## src/hdl/ftg_pkg.sv

```systemverilog
package ftg_pkg;

  localparam int unsigned CordicSteps = 16;
  localparam int unsigned FracBits    = 16;
  localparam int unsigned CordicFrac  = 30;

  localparam int unsigned NumW   = 64;
  localparam int unsigned DenW   = 32;
  localparam int unsigned MulAW  = 34;
  localparam int unsigned MulBW  = 26;
  localparam int unsigned ProdW  = 60;
  localparam int unsigned SumW   = 62;
  localparam int unsigned AngW   = 34;
  localparam int unsigned CfgIdxW = 3;

  localparam logic [CfgIdxW-1:0] RegShape = 3'd0;
  localparam logic [CfgIdxW-1:0] RegX1    = 3'd1;
  localparam logic [CfgIdxW-1:0] RegX2    = 3'd2;
  localparam logic [CfgIdxW-1:0] RegX3    = 3'd3;
  localparam logic [CfgIdxW-1:0] RegY1    = 3'd4;
  localparam logic [CfgIdxW-1:0] RegY2    = 3'd5;
  localparam logic [CfgIdxW-1:0] RegSpeed = 3'd6;

  localparam logic [23:0] SpeedReset = 24'd65536;
  localparam logic [31:0] PiQ30      = 32'd3373259426;
  localparam logic [31:0] HalfPiQ30  = 32'd1686629713;
  localparam logic [31:0] GainQ30    = 32'd652032874;

  typedef struct packed {
    logic [23:0] time_now;
  } ftg_in_t;

  typedef struct packed {
    logic signed [23:0] pos_x;
    logic signed [23:0] pos_y;
    logic [23:0]        time_used;
    logic [1:0]         segment;
    logic               fault;
  } ftg_out_t;

  typedef struct packed {
    logic [CfgIdxW-1:0] index;
    logic [23:0]        value;
  } ftg_cfg_t;

  typedef struct packed {
    logic            start;
    logic [NumW-1:0] num;
    logic [DenW-1:0] den;
  } div_req_t;

  typedef struct packed {
    logic            done;
    logic [NumW-1:0] quo;
  } div_rsp_t;

  function automatic logic [31:0] atan_q30(input logic [4:0] i);
    case (i)
      5'd0:  return 32'h3243F6A8;
      5'd1:  return 32'h1DAC6705;
      5'd2:  return 32'h0FADBAFC;
      5'd3:  return 32'h07F56EA6;
      5'd4:  return 32'h03FEAB76;
      5'd5:  return 32'h01FFD55B;
      5'd6:  return 32'h00FFFAAA;
      5'd7:  return 32'h007FFF55;
      5'd8:  return 32'h003FFFEA;
      5'd9:  return 32'h001FFFFD;
      5'd10: return 32'h000FFFFF;
      5'd11: return 32'h0007FFFF;
      5'd12: return 32'h0003FFFF;
      5'd13: return 32'h0001FFFF;
      5'd14: return 32'h0000FFFF;
      5'd15: return 32'h00007FFF;
      5'd16: return 32'h00003FFF;
      5'd17: return 32'h00001FFF;
      5'd18: return 32'h00000FFF;
      5'd19: return 32'h000007FF;
      5'd20: return 32'h000003FF;
      5'd21: return 32'h000001FF;
      5'd22: return 32'h000000FF;
      5'd23: return 32'h0000007F;
      default: return 32'h0;
    endcase
  endfunction

  function automatic logic [24:0] abs25(input logic signed [24:0] v);
    return v[24] ? 25'(-v) : 25'(v);
  endfunction

  function automatic logic [23:0] sat_u24(input logic [NumW-1:0] v);
    return (|v[NumW-1:24]) ? 24'hFFFFFF : v[23:0];
  endfunction

  function automatic logic [23:0] sat_s24(input logic signed [SumW-1:0] v);
    if (v > SumW'(signed'(25'sd8388607))) return 24'h7FFFFF;
    if (v < SumW'(-signed'(25'sd8388608))) return 24'h800000;
    return v[23:0];
  endfunction

  function automatic logic [31:0] slope_fix(input logic [NumW-1:0] q, input logic neg);
    if (!neg && (|q[NumW-1:31])) return 32'h7FFFFFFF;
    if (neg && ((|q[NumW-1:32]) || (q[31] && (|q[30:0])))) return 32'h80000000;
    return neg ? 32'(-q[31:0]) : q[31:0];
  endfunction

endpackage

```

## src/hdl/ftg_div.sv

```systemverilog
module ftg_div import ftg_pkg::*; #(
  parameter int unsigned NUM_W = NumW,
  parameter int unsigned DEN_W = DenW
) (
  input  logic     clk_i,
  input  logic     rst_ni,
  input  div_req_t req_i,
  output div_rsp_t rsp_o
);

  localparam int unsigned CntW = $clog2(NUM_W);

  logic            busy_q;
  logic            done_q;
  logic [CntW-1:0] cnt_q;
  logic [NUM_W-1:0] quo_q;
  logic [DEN_W-1:0] rem_q;
  logic [DEN_W-1:0] den_q;

  logic [DEN_W:0]   trial;
  logic             ge;
  logic [DEN_W-1:0] rem_n;

  assign trial = {rem_q, quo_q[NUM_W-1]};
  assign ge    = trial >= {1'b0, den_q};
  always_comb begin
    if (ge) begin
      rem_n = DEN_W'(trial - {1'b0, den_q});
    end else begin
      rem_n = trial[DEN_W-1:0];
    end
  end

  always_ff @(posedge clk_i or negedge rst_ni) begin
    if (!rst_ni) begin
      busy_q <= 1'b0;
      done_q <= 1'b0;
      cnt_q  <= '0;
    end else begin
      done_q <= 1'b0;
      if (req_i.start) begin
        busy_q <= 1'b1;
        cnt_q  <= CntW'(NUM_W - 1);
      end else if (busy_q) begin
        if (cnt_q == '0) begin
          busy_q <= 1'b0;
          done_q <= 1'b1;
        end
        cnt_q <= cnt_q - 1'b1;
      end
    end
  end

  always_ff @(posedge clk_i) begin
    if (req_i.start) begin
      quo_q <= NUM_W'(req_i.num);
      rem_q <= '0;
      den_q <= DEN_W'(req_i.den);
    end else if (busy_q) begin
      quo_q <= {quo_q[NUM_W-2:0], ge};
      rem_q <= rem_n;
    end
  end

  assign rsp_o.done = done_q;
  assign rsp_o.quo  = NumW'(quo_q);

  a_start_busy: assert property (@(posedge clk_i) disable iff (!rst_ni)
    req_i.start |=> busy_q) else $error("divider did not start");
  a_no_restart: assert property (@(posedge clk_i) disable iff (!rst_ni)
    !(req_i.start && busy_q)) else $error("divider started while busy");
  a_finish: assert property (@(posedge clk_i) disable iff (!rst_ni)
    (busy_q && cnt_q == '0 && !req_i.start) |=> (done_q && !busy_q))
    else $error("divider did not finish");

endmodule

```

## config.mk

```make
export PLATFORM = sky130hd
export DESIGN_NAME = ftg_div
export DESIGN_NICKNAME = d
export VERILOG_FILES = /design/src/hdl/ftg_pkg.sv /design/src/hdl/ftg_div.sv
export SDC_FILE = /design/constraint.sdc
export NUM_CORES = 1
export LEC_CHECK = 0
export BUFFER_PORTS_ARGS = -buffer_cell sky130_fd_sc_hd__buf_2
export CAP_MARGIN = 10
export CORE_UTILIZATION = 45
export DETAILED_ROUTE_END_ITERATION = 10
export GPL_TIMING_DRIVEN = 0
export PLACE_DENSITY = 0.67
export SETUP_SLACK_MARGIN = 0.5
export SLEW_MARGIN = 40
export SYNTH_ARGS = -nofsm -noshare
export SYNTH_HDL_FRONTEND = slang
export SYNTH_SLANG_ARGS = --single-unit
```

## constraint.sdc

```tcl
create_clock -name clk_i -period 5.8 [get_ports clk_i]
set_input_delay 0.87 -clock clk_i [delete_from_list [all_inputs] [get_ports clk_i]]
set_output_delay 0.87 -clock clk_i [all_outputs]
set_load 0.03 [all_outputs]
```

==> results of run 1 <==
## logic make-up after synthesis
kind of cell	count (synthesis)	share of synthesized area
adders and majority gates	35	0.0592
and+or+nand+nor	147	0.0959
AOI/OAI and AO/OA	142	0.131
buffers and inverters	77	0.0480
xor gates and xnor gates	32	0.0372
muxes	92	0.134
DFF	136	0.495
## worst max-delay path by stage
stage | startpoint | to | slack (ns)
CTS | req_i[96] | quo_q[51]$_DFFE_PP_ | 2.65
global route | quo_q[63]$_DFFE_PP_ | rem_q[26]$_SDFFE_PP0P_ | 2.57
floorplan | req_i[96] | quo_q[0]$_DFFE_PP_ | 2.75
detailed placement | req_i[96] | quo_q[51]$_DFFE_PP_ | 2.17
global placement | req_i[96] | quo_q[12]$_DFFE_PP_ | 1.09
finish | quo_q[63]$_DFFE_PP_ | rem_q[30]$_SDFFE_PP0P_ | 2.74
## final cells by class
class                      count  area share
antenna                        1    0.000271
buffer                        37      0.0229
clock buffer                  17      0.0461
clock inverter                15      0.0157
inverter                      40      0.0166
multi-input combinational    448       0.373
sequential                   136       0.404
tap                          216      0.0293
timing repair buffer         164      0.0917
## cell usage in the layout, fill, tap and decap left out, types with 4 or more instances in the layout
cell type	count
o211ai_1	8
inv_6	7
inv_1	39
ha_1	34
o21ai_0	17
mux2_2	64
nor2b_1	6
clkbuf_1	18
clkbuf_16	17
inv_8	4
mux2i_1	27
a31oi_1	6
nand2_1	44
nor3_1	6
xor2_1	11
and3_1	4
edfxtp_1	96
xnor2_1	21
a21oi_1	28
nand4_1	7
o21ai_1	9
dfxtp_1	32
nand3_1	8
a21oi_2	4
a211oi_1	22
nand2b_1	15
nor2_1	41
buf_2	173
dfrtp_1	8
a21o_1	17
## sequential cells by signal, summed over array words and instances, names as in the netlist
register  count
done_q        1
den_q        32
busy_q        1
quo_q        64
cnt_q         6
rem_q        32
## critical path: cells and delay by family, from the launching register on
kind / cells / cell delay (ns)
flops: 1 / 0.43
simple gates: 2 / 0.29
fa+ha+maj: 2 / 0.63
compound gates: 6 / 1.42
buf+inv: 1 / 0.09
mux: 1 / 0.13
## layer usage
metal	vias to the layer above	wire [um]	track usage	part of all wire
met2	178	8820	0.353	0.49
li1	2797	-	-	-
met3	22	1030	0.0667	0.058
met1	2759	7710	0.255	0.43
met4	0	295	0.0775	0.017
met5	-	0	0	0
## report_power, final
group / leakage (nW) / internal, W / switching, W
combinational: 2.35 / 0.000429 / 0.000576
clock: 0.284 / 0.000571 / 0.000477
sequential: 1.33 / 0.00117 / 0.0000766
total: 3.97 / 0.00217 / 0.00113
## stage by stage
step	cell area [um2]	setup WS (ns)	hold WS, ns
after CTS	9220	2.65	0.266
after global routing	9220	2.57	0.270
after floorplan	7530	2.75	0.445
after global placement	8610	1.09	0.458
after detailed placement	8640	2.17	0.470
final	9220	2.74	0.278
==> flow_summary.ini, run 1 <==
[outcome]
status = finished, final reports clean

[detailed_routing]
final_antenna_net_count = 0
wirelength_mm = 17.9
vias = 5756
wl_per_cell_um = 16.6
dr.first_iter.drc_count = 466
drc = 0
viasPerCell = 5.36
drtPass1Iterations = 5

[global_route]
grt_pass1_vias = 5897
grtUsageTotal = 0.212
grt_remaining_overflow = 0
grt_pass1_wl_mm = 28.8
antenna_found_initial = 1
grt_max_degree = 49

[setup_path]
startpoint_type = flip-flop
cp_max_fo = 4
reg2reg_from = quo_q[63]$_DFFE_PP_
r2r-end = rem_q[30]$_SDFFE_PP0P_
crit_path_max_incr_delay_ns = 0.43
path_cells = inv_1 > ha_1 > fa_1 > nand2b_1 > a21oi_1 > o21ai_1 > a31o_2 > a31oi_1 > nor2_1 > a211oi_1 > mux2i_1 > o21ai_1
crit_top_cell = o21ai_1
ff2ff_setup_slack_ns = 2.74
crit_slowest_cell = edfxtp_1
required_ns = 6.16
path_class = reg -> reg
crit_arrival_ns = 3.42
endpoint_kind = flip-flop
r2r_cells = 12

[logic_synthesis]
synth_commonest_cells = 96 x edfxtp_1, 64 x mux2_2, 44 x nand2_1
synth_ff_type = edfxtp_1
synth-seq-area-share = 0.495
avgSynthCellArea_um2 = 11.4
yosysTopAreaCell = edfxtp_1
ys_ff_latch = 136
ys_types = 66
yosys.area.top_type_share = 0.383
yosysMostFrequentCell = edfxtp_1
netlist_area_um2 = 7530
yosys_warnings = 0
synth_nets = 795
synthCells = 661
synthTopCellsByArea = edfxtp_1 38%, mux2_2 9.6%, dfxtp_1 8.5%
synth_edf_count = 96
synthArstFlopShare = 0.0588

[timing]
fmax_mhz = 326
setup_viol = 0
fin_tns_setup_ns = 0
slew_viol_final = 0
timing.final.crit_period_ns = 3.06
min_period_over_period = 0.528
hold_violations = 0
skew_ns = 0.00976
rsz0062_at_grt = false
slew_headroom = 0.556
tightest_slew_ns = 0.665

[clocking]
cts_tree = built
clk_pin_slew_ns = 0.06
clock_path_buffers = 2
post_cts.repair.setup_buffers = 0
ctsResizeCount = 0
root_buffer = clkbuf_16
clock_sinks = 136
postCtsHoldBufs = 0
cts_buffers = 17
ctsHtreeMaxLevel = 4
clk_latency_ns = 0.43

[power_and_ir_drop]
leakage_nw = 3.97
powerDensity_nw_per_um2 = 358
finalPower_w = 0.00330
ir_worst_vdd_mv = 0.231

[cells_and_area]
area_growth_pct = 22.5
final-seq-area_um2 = 3720
fin_nets = 978
multi_input_area_um2 = 3440
stdcell_count = 1074
final_util = 0.572
nFillCells = 1417
drive_gt1_frac = 0.348

[placement]
gp_congestion = 0.906
dpl.cell_count = 1041
post-dp-hpwl_mm = 13.4
port-buffer-count = 163

[run]
max-cap-violations = 0

[die]
dieArea_um2 = 17300
die_y_um = 131
initial_core_util = 0.467
ios = 164
std_cell_rows = 46
die_x_um = 131
design.core.area_um2 = 16100

[hold_path]
worstHoldPathType = in -> async
(Power assumes the default switching activity.)
==> run 2, diff against run 1 <==
--- a/config.mk
+++ b/config.mk
@@ -10,7 +10,7 @@
 export CORE_UTILIZATION = 45
 export DETAILED_ROUTE_END_ITERATION = 10
 export GPL_TIMING_DRIVEN = 0
-export PLACE_DENSITY = 0.67
+export PLACE_DENSITY = 0.7
 export SETUP_SLACK_MARGIN = 0.5
 export SLEW_MARGIN = 40
 export SYNTH_ARGS = -nofsm -noshare
==> constraint.sdc (replaced) <==
create_clock -name clk_i -period 2.5 [get_ports clk_i]
set_input_delay 0.375 -clock clk_i [delete_from_list [all_inputs] [get_ports clk_i]]
set_output_delay 0.375 -clock clk_i [all_outputs]
set_load 0.03 [all_outputs]
==> run 2 against run 1 <==
  * The flow now finishes with violations (negative setup slack)
  * Clock skew increased by 0.0053 ns
  * Clock power increased to 2.6 times the previous value
  * Die area unchanged
  * Design area increased by 7.0%
  * Critical path depth increased by 2
  * Sequential share of layout area decreased by 2.6 points
  * Sequential cell count unchanged
  * Sequential power increased by 130%
  * Cell count increased by 1.9%
  * First-iteration DRC count decreased by 12%
  * Largest cell class is now multi-input gates
==> flow_summary.ini, run 2 (same netlist as run 1, synthesis figures left out) <==
[timing]
timing.final.crit_period_ns = 2.73
hold_violations = 0
tightest_slew_ns = 0.906
rsz0062_at_grt = true
slew_viol_final = 0
min_period_over_period = 1.09
slew_headroom = 0.394
skew_ns = 0.0151
fmax_mhz = 367
setup_viol = 33
setup_slack_ns = -0.227
fin_tns_setup_ns = -4.37

[detailed_routing]
wirelength_mm = 18.2
wl_per_cell_um = 16.6
viasPerCell = 5.29
drtPass1Iterations = 5
vias = 5786
drc = 0
dr.first_iter.drc_count = 408
final_antenna_net_count = 0

[cells_and_area]
area_growth_pct = 31.0
final_cell_mix = 170 x buf_2, 96 x edfxtp_1, 64 x mux2_2, 40 x nand2_1, 39 x nor2_1
largest-register = quo_q
nFillCells = 1289
final_common_cell = buf_2
largest_register_ffs = 64
fin_nets = 998
drive_gt1_frac = 0.423
postLayoutCellArea_um2 = 9860
reg_top3 = quo_q: 64 flops, den_q: 32 flops, rem_q: 32 flops

[placement]
place_area_um2 = 8810
port-buffer-count = 163
post-dp-hpwl_mm = 12.7
gp_congestion = 0.856

[power_and_ir_drop]
ir_worst_vdd_mv = 0.664
finalPower_w = 0.00833
powerDensity_nw_per_um2 = 844
leakage_nw = 4.20

[global_route]
grtUsageTotal = 0.213
grt_pass1_wl_mm = 28.8
grt_max_degree = 34
antenna_found_initial = 1
grt_remaining_overflow = 0
grt_pass1_vias = 5723

[clocking]
clk_pin_slew_ns = 0.07
cts_tree = built
ctsHtreeMaxLevel = 4
clock_sinks = 136
clk_latency_ns = 0.43
root_buffer = clkbuf_16
clock_path_buffers = 2
cts_buffers = 17

[die]
std_cell_rows = 46
die_x_um = 131
die_y_um = 131
dieArea_um2 = 17300
ios = 164
initial_core_util = 0.467
design.core.area_um2 = 16100

[hold_path]
hold_depth = 1
worstHoldPathType = in -> reg

[setup_path]
r2r_cells = 14
path_class = reg -> reg
crit_arrival_ns = 3.08
endpoint_kind = flip-flop
cp_max_fo = 6
startpoint_type = flip-flop
required_ns = 2.85

[outcome]
violations = negative setup slack
status = finished with violations

[run]
max-cap-violations = 0
-- run 2: what timing repair did --
item                                    4_1_cts  5_1_grt
pin swaps                                    10       11
gates resized for setup                      33       32
setup buffers                                10        6
endpoints found under the setup margin       90       56
gates cloned                                  1        0
hold buffers                                  1        0
hold endpoints to repair                      8        0
-- run 2: final timing paths --
check                                         end  slack (ns)              startpoint
max in group asynchronous    cnt_q[3]$_DFFE_PN0P_        1.99                  rst_ni
hold reg to reg            rem_q[26]$_SDFFE_PP0P_        0.47  rem_q[26]$_SDFFE_PP0P_
min in group asynchronous    cnt_q[4]$_DFFE_PN0P_        0.34                  rst_ni
setup reg to reg            rem_q[0]$_SDFFE_PP0P_       -0.23     den_q[24]$_DFFE_PP_
hold / removal                den_q[28]$_DFFE_PP_        0.12               req_i[28]
setup / recovery            rem_q[0]$_SDFFE_PP0P_       -0.23     den_q[24]$_DFFE_PP_
-- run 2: layout make-up --
type	instances	area, um2	area share
diodes	1	2.50	0.000254
clock buffers	17	425	0.0431
well taps	216	270	0.0274
flip-flops and latches	136	3720	0.377
plain buffers	37	282	0.0285
multi-input cells	448	3740	0.379
inverters	40	154	0.0156
repair buffers	184	1070	0.109
clock inverters	15	193	0.0195
-- run 2: metal layers --
layer  track usage  vias up  part of all wire
met1         0.268     2779              0.44
met3        0.0552       18             0.051
met4        0.0665        0             0.013
met2         0.357      154              0.49
met5             0        -                 0
li1              -     2835                 -
-- run 2: metrics by stage --
| stage | worst slack, ns | hold WS (ns) | util | std cells |
|---|---|---|---|---|
| 6_report | -0.227 | 0.116 | 0.612 | 1094 |
| 5_1_grt | -0.327 | 0.106 | 0.612 | 1094 |
| 4_1_cts | -0.168 | 0.0993 | 0.601 | 1087 |
| 3_5_place_dp | -0.393 | 0.226 | 0.547 | 1043 |
| 3_3_place_gp | -0.714 | 0.231 | 0.542 | 1040 |
| 2_1_floorplan | -0.0516 | 0.0794 | - | 661 |
-- run 2: report_power, final --
part / leakage, nW / switching [W] / internal, W
Sequential: 1.33 / 0.000184 / 0.00271
Clock: 0.304 / 0.00114 / 0.00154
Combinational: 2.56 / 0.00149 / 0.00126
Total: 4.20 / 0.00282 / 0.00551
-- run 2: worst max-delay path, stage by stage, from the launching register on --
cell      delay (ns)
edfxtp_1        0.39
inv_2           0.08
ha_4            0.19
buf_6           0.11
a21o_1          0.16
o21ba_4         0.23
nor3_2          0.04
nor4_2          0.15
o21ai_1         0.13
a211oi_2        0.30
o31ai_4         0.12
buf_6           0.16
buf_4           0.13
mux2_4          0.29
a211oi_2        0.17
